### config.mk
export PLATFORM = sky130hd
export DESIGN_NAME = ric_control
export DESIGN_NICKNAME = d
export VERILOG_FILES = /design/src/rtl/ric_pkg.sv /design/src/rtl/ric_control.sv
export SDC_FILE = /design/constraint.sdc
export NUM_CORES = 1
export LEC_CHECK = 0
export ABC_AREA = 1
export BUFFER_PORTS_ARGS = -buffer_cell sky130_fd_sc_hd__clkbuf_2
export CORE_MARGIN = 2
export CORE_UTILIZATION = 52
export DETAILED_ROUTE_END_ITERATION = 12
export PLACE_DENSITY = 0.9
export REMOVE_ABC_BUFFERS = 1
export SYNTH_ARGS = -nofsm -noshare
export SYNTH_HDL_FRONTEND = slang
export SYNTH_SLANG_ARGS = --single-unit
### constraint.sdc
create_clock -name clk -period 2.59 [get_ports clk]
set_clock_uncertainty 0.15 [all_clocks]
set_input_delay 0.1295 -clock clk [delete_from_list [all_inputs] [get_ports clk]]
set_output_delay 0.1295 -clock clk [all_outputs]
set_load 0.005 [all_outputs]
### src/rtl/ric_pkg.sv
// Package with shared types and constants of the reprojection inlier counter.
`default_nettype none
package ric_pkg;
  localparam int unsigned CountWidth = 21;
  localparam int unsigned MatEntries = 12;
  localparam logic        CmdLoad    = 1'b0;
  localparam logic        CmdPoint   = 1'b1;

  typedef struct packed {
    logic                  cmd;
    logic [3:0]            entry_index;
    logic signed [31:0]    entry_value;
    logic signed [31:0]    world_x;
    logic signed [31:0]    world_y;
    logic signed [31:0]    world_z;
    logic signed [31:0]    image_x;
    logic signed [31:0]    image_y;
    logic                  last;
  } in_item_t;

  typedef struct packed {
    logic                  is_inlier;
    logic                  depth_zero;
    logic [CountWidth-1:0] inlier_count;
    logic                  batch_end;
  } out_item_t;

  // Commands from the controller to the datapath.
  typedef struct packed {
    logic       capture;   // latch the accepted item
    logic       load;      // write a matrix entry
    logic       acc_clear; // clear projection accumulator
    logic       acc_step;  // add one product term
    logic [1:0] row;       // row being projected
    logic [1:0] col;       // column being multiplied
    logic       row_done;  // store saturated row sum
    logic       sq_step;   // one squared-distance step
    logic [2:0] sq_phase;
    logic       finish;    // compare and count
  } dp_cmd_t;
endpackage
`default_nettype wire

### src/rtl/ric_control.sv
// Controller: sequences one item through the datapath and drives the handshakes.
`default_nettype none
module ric_control (
  input  wire                   clk,
  input  wire                   rst,
  input  wire                   in_valid,
  input  wire                   in_cmd,
  output logic                  in_ready,
  output logic                  out_valid,
  input  wire                   out_ready,
  output ric_pkg::dp_cmd_t      cmd
);
  typedef enum logic [1:0] {IDLE, PROJ, SQ, DONE} state_t;
  state_t state;
  logic [1:0] row, col;
  logic [2:0] phase;
  logic       accept, out_free;

  assign out_free = !out_valid || out_ready;
  assign in_ready = (state == IDLE) && !rst;
  assign accept   = in_valid && in_ready;

  always_comb begin
    cmd = '0;
    cmd.capture  = accept;
    cmd.load     = accept && in_cmd == ric_pkg::CmdLoad;
    cmd.acc_clear = accept || (state == PROJ && col == 2'd3);
    cmd.acc_step = (state == PROJ);
    cmd.row      = row;
    cmd.col      = col;
    cmd.row_done = (state == PROJ && col == 2'd3);
    cmd.sq_step  = (state == SQ);
    cmd.sq_phase = phase;
    cmd.finish   = (state == DONE) && out_free;
  end

  always_ff @(posedge clk) begin
    if (rst) begin
      state <= IDLE; row <= '0; col <= '0; phase <= '0; out_valid <= 1'b0;
    end else begin
      if (cmd.finish) out_valid <= 1'b1;
      else if (out_ready) out_valid <= 1'b0;
      case (state)
        IDLE: if (accept && in_cmd == ric_pkg::CmdPoint) begin
          state <= PROJ; row <= '0; col <= '0;
        end
        PROJ: begin
          col <= col + 1'b1;
          if (col == 2'd3) begin
            row <= row + 1'b1;
            if (row == 2'd2) begin
              state <= SQ; phase <= '0;
            end
          end
        end
        SQ: begin
          phase <= phase + 1'b1;
          if (phase == 3'd6) state <= DONE;
        end
        DONE: if (out_free) begin
          state <= IDLE;
        end
        default: state <= IDLE;
      endcase
    end
  end

`ifndef SYNTHESIS
  a_busy_no_ready: assert property (@(posedge clk) disable iff (rst)
    state != IDLE |-> !in_ready) else $error("ready while busy");
  a_out_from_done: assert property (@(posedge clk) disable iff (rst)
    $rose(out_valid) |-> $past(state) == DONE) else $error("result outside done");
  a_finish_free: assert property (@(posedge clk) disable iff (rst)
    cmd.finish |-> (!out_valid || out_ready)) else $error("result overwritten");
`endif
endmodule
`default_nettype wire

==> metrics.txt, run 1 <==
# DRC 0; share of post-route cells with drive strength above 1 around 22%; Power Density between 800 and 900 nW/um^2; final instance area 840 sq um; Critical Path Max Stage Delay between 0.3 and 0.4 ns; Iteration-0 DRC Markers 9; worst hold path type input pin to flop; CTS clk-pin slew, worst paths 0.08 ns; register area share after synthesis about 30%; Clk Latency, worst-skew pair between 0.2 and 0.3 ns; chip width about 40 microns; Core Area between 1000 and 1500 sq um; CTS tree built; RSZ-0062 raised after global routing no; WP data required around 2.3 ns; CTS buffer count 3; Inserted Diodes 0; Sink Count 10; Arrival @ worst endpoint around 1.5 ns; Peak supply drop roughly 0.51 mV; Post-Synthesis Cell Area 674 sq um; type of origin of the critical path flop; Global Route Usage Sum around a fifth; commonest non-fill, non-tap cells in the layout nand2_1, clkbuf_2, inv_1; Final Core Density around 73%; Post-Place Setup Slack between 1 and 1.5 ns; R2R setup slack between 1 and 1.5 ns; Final ANT Viol Nets 0; Max Transition Viols Final 0; clock root buffer clkbuf_4; htree depth 1; syn avg cell area ~6.7 sq um; die area 1600 sq um; CTS-repair resized insts 0; Mapped Cells 100; Clock Tree Buf Depth 2; initial antenna violation count 0; row cnt 12; Hold Slack 0.170 ns; vias in the first global route around 530; setup violators final 0; FF+latch count, synth 10; Critical Path End Type output port; wire per inst roughly 9.8 microns; static leakage between 0.4 and 0.5 nW; status completed; Synth cell types 17; area share of the leading cell type in the synthesized netlist between 20% and 30%; fin crit period 1.80 ns; GPL Wtd Cong between 0.7 and 0.8; # IOs 21; Max Cap Viol 0; largest net degree at the start of global routing 9; Peak Freq 0.555 GHz; HPWL after DPL roughly 1000 microns; Slew HR about 80%; Synth area leader dfxtp_1; critical path's slowest cell dfxtp_1; Hold Path Stages 5; crit-path max FO 4; drt pass-1 iters 4; first-pass GRT wire length ~2100 microns; CP Cell Sequence inv_1, ha_1, inv_1, nor2_1, nand2_1, nor2_1, clkbuf_2; Syn-to-layout area delta 24.5%; Post-Layout Cell Count between 100 and 150; Crit Path Class flop to output port; final wirelength around 1400 microns; top cells by area, synth dfxtp_1, ha_1, nand2_1, inv_1, nor2_1; Initial Utilization 58.3%; Area after DPL a little under 800 sq um; setup TNS 0 ns; Least-Margin Pin Slew 0.297 ns; commonest non-fill, non-tap cell in the layout nand2_1; vias around 670; final hold vios 0; synth warn 0; Nets 140; worst reg2reg path depth 4; die height around 40 microns; total power between 600 and 700 uW; fin crit share between 60 and 70%; Buffers on Ports 20; placed cell count 132; Overflow after GRT 0; vias per std cell ~4.8; PnR worst setup slack between 0.7 and 0.8 ns
[cell families after synthesis]
group / synth area share [%]
and+or+nand+nor: 30.1
buffers and inverters: 13.4
AOI/OAI and AO/OA: 10.2
DFF: 29.7
adders and majority gates: 16.7
[synth_stat cells]
| master | count |
|---|---|
| inv_1 | 18 |
| o21ai_2 | 1 |
| buf_6 | 1 |
| nor2_1 | 15 |
| nand3_1 | 7 |
| inv_2 | 1 |
| dfxtp_1 | 10 |
| a21oi_1 | 7 |
| or2_0 | 1 |
| nand2_1 | 23 |
| o21ai_0 | 1 |
| nand4_2 | 1 |
| a31oi_1 | 2 |
| buf_4 | 1 |
| o21bai_1 | 1 |
| nand2_2 | 1 |
| ha_1 | 9 |
[report_power, final]
part           switching, mW  internal, mW  leakage [nW]
sequential            0.0281         0.180        0.0812
clock                 0.0613        0.0856        0.0210
combinational          0.203         0.129         0.368
total                  0.292         0.395         0.470
[routing by layer]
layer / part of all wire [%] / wire, microns / track usage, % / vias to the layer above
li1: - / - / - / 360
met1: 45 / 609 / 23.4 / 290
met2: 48 / 659 / 32.3 / 18
met3: 6.4 / 88 / 10.0 / 3
met4: 0.80 / 11 / 7.76 / 0
met5: 0 / 0 / 0 / -
[flip-flops by register name (all words and copies together) (netlist names)]
register and flops:
col 2, out_valid 1, phase 3, row 2, state 2
[final timing paths]
| path | from | to |
|---|---|---|
| worst min register to register | row[0] | row[0] |
| worst max-delay path | state[0] | cmd[12] |
| worst max register to register | state[0] | out_valid |
| worst min-delay path | in_cmd | row[1] |
[cell type report]
cell class              count  area, sq um
well taps                  14         17.5
inverters                  19         71.3
repair buffers             23          130
multi-input cells          69          384
fillers                    97          317
clock buffers               4         36.3
flip-flops and latches     10          200
[timing repair]
item,4_1_cts,5_1_grt
buffers inserted,0,0
hold buffers,3,0
hold endpoints to repair,5,0
[critical path: cells and delay by family, from the launching register on]
| family | cells | cell delay (ns) |
|---|---|---|
| buffers and inverters | 3 | 0.32 |
| AND/OR/NAND/NOR | 3 | 0.35 |
| flip-flops | 1 | 0.36 |
| adder cells (fa/ha/maj) | 1 | 0.21 |
Power figures use the tool's default switching activity.
==> inputs of run 2 (changes only) <==
- CORE_UTILIZATION: 52 -> 44
- PLACE_DENSITY: 0.9 -> 0.82
- clock period: 2.59 -> 1.5 ns (I/O delays scaled with it)
==> run 2 against run 1 <==
- utilization down 8.4 points
- first-iteration DRC count up 67%
- via count up 10%
- critical path type unchanged
- global-route usage down 1.7 points
- total power up 110%
- hold slack worse by 0.011 ns
- sequential power up 73%
==> metrics.txt, run 2 (synthesized netlist as in run 1, its figures left out) <==
fin crit share 97.8%; vias 740 (was 671); largest net degree at the start of global routing 9 (unchanged); Crit. Startpoint state[1] (was state[0]); Critical Path Max Stage Delay 0.34 ns (was 0.36 ns); Initial Utilization 45.8% (was 58.3%); critical path's slowest cell dfxtp_2 (was dfxtp_1); worst r2r src state[1] (was state[0]); Crit Path Class flop to output port (unchanged); row cnt 14 (was 12); Max Cap Viol 0 (unchanged); Logic pwr share 58.3% (was 48.3%); Hold Path Origin in_cmd (unchanged); wire per inst 11.3 microns (was 9.84 microns); commonest non-fill, non-tap cell in the layout nand2_1 (unchanged); critical path's top delay family flip-flops (unchanged); fin crit period 1.47 ns; final hold vios 0 (unchanged); drt pass-1 iters 4 (unchanged); crit-path max FO 3 (was 4); die area 1860 sq um (was 1600 sq um); CP Cell Sequence inv_4, ha_4, inv_4, nor2_4, nand2_2, nor2_1, buf_2 (was inv_1, ha_1, inv_1, nor2_1, nand2_1, nor2_1, clkbuf_2); setup violators final 0 (unchanged); Overflow after GRT 0 (unchanged); RSZ-0062 raised after global routing yes (was no); final wirelength 1650 microns (was 1370 microns); Global Route Usage Sum 18.6% (was 20.4%); Clk Latency, worst-skew pair 0.27 ns (was 0.28 ns); total power 1.46 mW (was 687 uW); crit-path most repeated cell inv_4; Core Area 1470 sq um (was 1160 sq um); worst reg2reg path depth 8 (was 4); Int Pwr 851 uW (was 395 uW); R2R setup slack 0.08 ns (was 1.02 ns); clock root buffer clkbuf_4 (unchanged); Iteration-0 DRC Markers 15 (was 9); sequential power share 24.5% (was 30.3%); vias per std cell 5.07 (was 4.83); Power Density 1550 nW/um^2 (was 819 nW/um^2); Arrival @ worst endpoint 1.24 ns (was 1.52 ns); CTS buffer count 3 (unchanged); Least-Margin Pin Slew 0.450 ns (was 0.297 ns); CTS tree built (unchanged); Syn-to-layout area delta 40.1% (was 24.5%); share of post-route cells with drive strength above 1 36.2% (was 22.4%); Hold Path Stages 5 (unchanged); chip width 43.2 microns (was 40.0 microns); HPWL after DPL 1140 microns (was 1050 microns); Worst Path Buf+Inv 3 (unchanged); Peak Freq ~0.68 GHz; first-pass GRT wire length 2590 microns (was 2080 microns); initial antenna violation count 0 (unchanged); Sink Count 10 (unchanged); status completed (unchanged); switching share of power 41.8% (was 42.6%); Hold Slack 0.159 ns (was 0.170 ns); Net Sw Power 612 uW (was 292 uW); static leakage 0.504 nW (was 0.470 nW); Levels on crit path 7 (unchanged); die height 43.2 microns (was 40.0 microns); Nets 145 (was 140); CTS clk-pin slew, worst paths 0.07 ns (was 0.08 ns); worst flop-to-flop path endpoint row[0] (was out_valid); Max Transition Viols Final 0 (unchanged); Clock Tree Buf Depth 2 (unchanged); Final ANT Viol Nets 0 (unchanged); largest reg by FF count phase (unchanged); Peak supply drop 0.904 mV (was 0.510 mV); type of origin of the critical path flop (unchanged); Inserted Diodes 0 (unchanged); vias in the first global route 647 (was 526); GPL Wtd Cong 0.840 (was 0.791); Buffers on Ports 20 (unchanged); WP data required 1.27 ns (was 2.31 ns); htree depth 1 (unchanged); commonest non-fill, non-tap cells in the layout nand2_1, clkbuf_2, inv_1 (unchanged); clock share of power 17.2% (was 21.4%); worst hold path type input pin to flop (unchanged); # DRC 0 (unchanged); # IOs 21 (unchanged); Slew HR 70.0% (was 80.2%); Critical Path End Type output port (unchanged); max reg flops 3 (unchanged); Hold Crit Endpoint row[1] (unchanged)
-- run 2: cell types whose count changed in the layout (fill, tap and decap cells not counted), sizes merged --
cell / delta
dlygate4sd3: -2
buf: +8
clkbuf: -2
dlymetal6s4s: +1
-- run 2: worst reg2reg max path: stages (launching register included) --
cell and delay [ns]:
dfxtp_2 0.34, inv_4 0.08, ha_4 0.16, buf_4 0.11, nand4_2 0.10, nand2_2 0.13, nand2_1 0.09, nand2_1 0.07
a21oi_1 0.05
-- run 2: timing repair --
action,CTS,global route
buffers inserted,3,3
pin swaps,3,5
endpoints found under the hold margin,5,0
hold buffers,2,0
setup endpoints to repair,7,10
resized for setup,11,11
gates cloned,0,0
-- run 2: final cells by class --
type | count | area (sq um)
Clock buffer | 4 | 36.3
Fill cell | 121 | 527
Inverter | 19 | 78.8
Multi-Input combinational cell | 69 | 437
Sequential cell | 10 | 203
Tap cell | 16 | 20.0
Timing Repair Buffer | 28 | 170
-- run 2: through the flow --
stage	setup slack (ns)	utilization, %	cells	setup TNS (ns)	area (sq um)
3_3_place_gp	0.0465	53.2	135	0	783
2_1_floorplan	0.0794	-	98	0	656
6_report	0.0326	64.2	146	0	945
4_1_cts	-0.0253	60.5	144	-0.0265	891
3_5_place_dp	0.0132	53.2	135	0	783
5_1_grt	-0.0431	64.2	146	-0.135	945
-- run 2: layer usage --
metal	global-route usage [%]	wire, microns	up-vias
met2	30.7	870	28
met1	20.6	678	332
li1	-	-	374
met4	13.9	51	0
met3	3.83	53	6
met5	0	0	-
-- run 2: power by group through the flow --
stage	combinational [mW]	clock (mW)	sequential [mW]
after global routing	0.946	0.270	0.368
after floorplan	0.407	0	0.356
after detailed placement	0.573	0	0.358
final	0.852	0.252	0.359
after global placement	0.559	0	0.356
after CTS	0.710	0.251	0.351
-- run 2: worst max path at each step --
stage | slack, ns | end
floorplan | 0.08 | state[0]
global placement | 0.05 | state[1]
finish | 0.03 | cmd[12]
CTS | -0.03 | cmd[5]
global route | -0.04 | cmd[12]
detailed placement | 0.01 | row[1]
==> inputs of run 3 (changes only) <==
- CORE_MARGIN: 2 -> not set
==> run 3 against run 2 <==
- clock power is 29% lower
- worst setup slack worse by 0.0034 ns
- wire length is 0.48% lower
- critical path depth is 1 lower
- register-to-register slack worse by 0.03 ns
- count of clock-buffer cells in the layout is 1 lower
- sequential cell count stayed put
- total power is 1.0% lower
- non-clock buffer count is 1 higher
- combinational power is 4.3% higher
- critical path type is now input pin to output port
- largest power group unchanged
- highest routed layer unchanged
==> metrics.txt, run 3 (synthesized netlist as in run 1, its figures left out) <==
Crit Path Class input pin to output port (was flop to output port); worst flop-to-flop path endpoint state[0] (was row[0]); vias 726 (was 740); CTS clk-pin slew, worst paths 0.06 ns (was 0.07 ns); Overflow after GRT 0 (unchanged); htree depth 1 (unchanged); initial antenna violation count 0 (unchanged); Worst Path Buf+Inv 3 (unchanged); # IOs 21 (unchanged); Initial Utilization 49.4% (was 45.8%); worst reg2reg path depth 8 (unchanged); DRT met1 WL 725 microns (was 678 microns); fin crit period 1.47 ns (about the same); # DRC 0 (unchanged); WP data required 1.27 ns (about the same); CTS tree built (unchanged); R2R setup slack 0.05 ns (was 0.08 ns); Least-Margin Pin Slew 0.235 ns (was 0.450 ns); Hold Crit Endpoint state[0] (was row[1]); critical path's slowest cell dlygate4sd3_1 (was dfxtp_2); fin crit share 98.1% (was 97.8%); commonest non-fill, non-tap cell in the layout nand2_1 (unchanged); Critical Path Max Stage Delay 0.54 ns (was 0.34 ns); Hold Path Stages 5 (unchanged); met2 wire length 797 microns (was 870 microns); Inserted Diodes 0 (unchanged); WL met3 72 microns (was 53 microns); Clk Latency, worst-skew pair 0.26 ns (was 0.27 ns); final wirelength 1650 microns (about the same); CTS buffer count 3 (unchanged); RSZ-0062 raised after global routing yes (unchanged); share of post-route cells with drive strength above 1 39.2% (was 36.2%); largest net degree at the start of global routing 9 (unchanged); Syn-to-layout area delta 41.9% (was 40.1%); setup violators final 0 (unchanged); worst r2r src state[1] (unchanged); Post-Place Setup Slack -0.0293 ns (was 0.0132 ns); crit-path max FO 8 (was 3); row cnt 13 (was 14); Critical Path End Type output port (unchanged); HPWL after DPL 1070 microns (was 1140 microns); Nets 146 (was 145); largest reg by FF count phase (unchanged); drt pass-1 iters 4 (unchanged); Global Route Usage Sum 22.1% (was 18.6%); Peak Freq 0.680 GHz (was 0.681 GHz); Sink Count 10 (unchanged); CP Cell Sequence dlygate4sd3_1, clkbuf_2, nor2_4, nand2_2, nor2_1, buf_2 (was inv_4, ha_4, inv_4, nor2_4, nand2_2, nor2_1, buf_2); max reg flops 3 (unchanged); PnR worst setup slack 0.0292 ns (was 0.0326 ns); clock root buffer clkbuf_4 (unchanged); Power Density 1510 nW/um^2 (was 1550 nW/um^2); die height 41.2 microns (was 43.2 microns); type of origin of the critical path input pin (was flop); chip width 41.2 microns (was 43.2 microns); status completed (unchanged); wire per inst 11.3 microns (about the same); Final ANT Viol Nets 0 (unchanged); first-pass GRT wire length 2390 microns (was 2590 microns); vias per std cell 5.01 (was 5.07); worst hold path type input pin to flop (unchanged); Peak supply drop 0.935 mV (was 0.904 mV); Clock Tree Buf Depth 2 (unchanged); final hold vios 0 (unchanged); Slew HR 84.3% (was 70.0%); Core Area 1370 sq um (was 1470 sq um); Buffers on Ports 20 (unchanged); static leakage 0.494 nW (was 0.504 nW); Hold Path Origin in_cmd (unchanged); GPL Wtd Cong 0.862 (was 0.840); vias in the first global route 616 (was 647); total power 1.45 mW (was 1.46 mW); critical path's top delay family buffers and inverters (was flip-flops); Final Core Density 70.1% (was 64.2%); max layer used met4 (unchanged); Max Cap Viol 0 (unchanged); Max Transition Viols Final 0 (unchanged); Arrival @ worst endpoint 1.25 ns (was 1.24 ns); die area 1690 sq um (was 1860 sq um); Iteration-0 DRC Markers 18 (was 15); commonest non-fill, non-tap cells in the layout nand2_1, clkbuf_2, inv_1 (unchanged)
## run 3: routing by layer
metal | track usage [%] | vias up
met5 | 0 | -
met4 | 13.7 | 0
met3 | 5.98 | 6
li1 | - | 370
met1 | 23.6 | 325
met2 | 37.9 | 25
## run 3: power breakdown
group | switching [mW] | internal [mW] | total, mW
clock network | 0.0860 | 0.0924 | 0.178
registers | 0.0590 | 0.322 | 0.381
logic | 0.481 | 0.408 | 0.889
total | 0.626 | 0.822 | 1.45
## run 3: worst reg2reg max path: cells and delay by family, from the launching register on
kind	cells	cell delay, ns
fa+ha+maj	1	0.21
buf+inv	1	0.15
flops	1	0.34
simple gates	6	0.49
## run 3: final cells by class
cell class                 instances  area, sq um
multi-input combinational         69          453
fill                             105          409
sequential                        10          205
timing repair buffer              29          179
inverter                          19         78.8
clock buffer                       3         22.5
tap                               15         18.8
## run 3: worst max-delay path by stage
stage	cells after the start	slack (ns)	end	startpoint
2_1_floorplan	8	0.08	state[0]	state[1]
3_3_place_gp	8	0.05	row[1]	state[0]
3_5_place_dp	8	-0.03	state[1]	state[1]
4_1_cts	7	0.001	cmd[12]	state[1]
5_1_grt	7	-0.04	cmd[12]	state[0]
6_report	6	0.03	cmd[12]	rst
## run 3: what timing repair did
| action | CTS | global route |
|---|---|---|
| setup buffers | 6 | 0 |
| endpoints found under the hold margin | 4 | 0 |
| resized for setup | 15 | 14 |
| gates cloned | 0 | 0 |
| pin swaps | 4 | 6 |
| hold buffers | 2 | 0 |
| endpoints found under the setup margin | 7 | 8 |
## run 3: per-stage QoR
step | TNS [ns] | cells | instance area [sq um] | hold WS [ns]
after detailed placement | -0.0474 | 134 | 782 | 0.214
after global placement | 0 | 134 | 782 | 0.200
after global routing | -0.139 | 145 | 957 | 0.176
after CTS | 0 | 145 | 907 | 0.144
final | 0 | 145 | 957 | 0.145
after floorplan | 0 | 98 | 656 | -0.00593
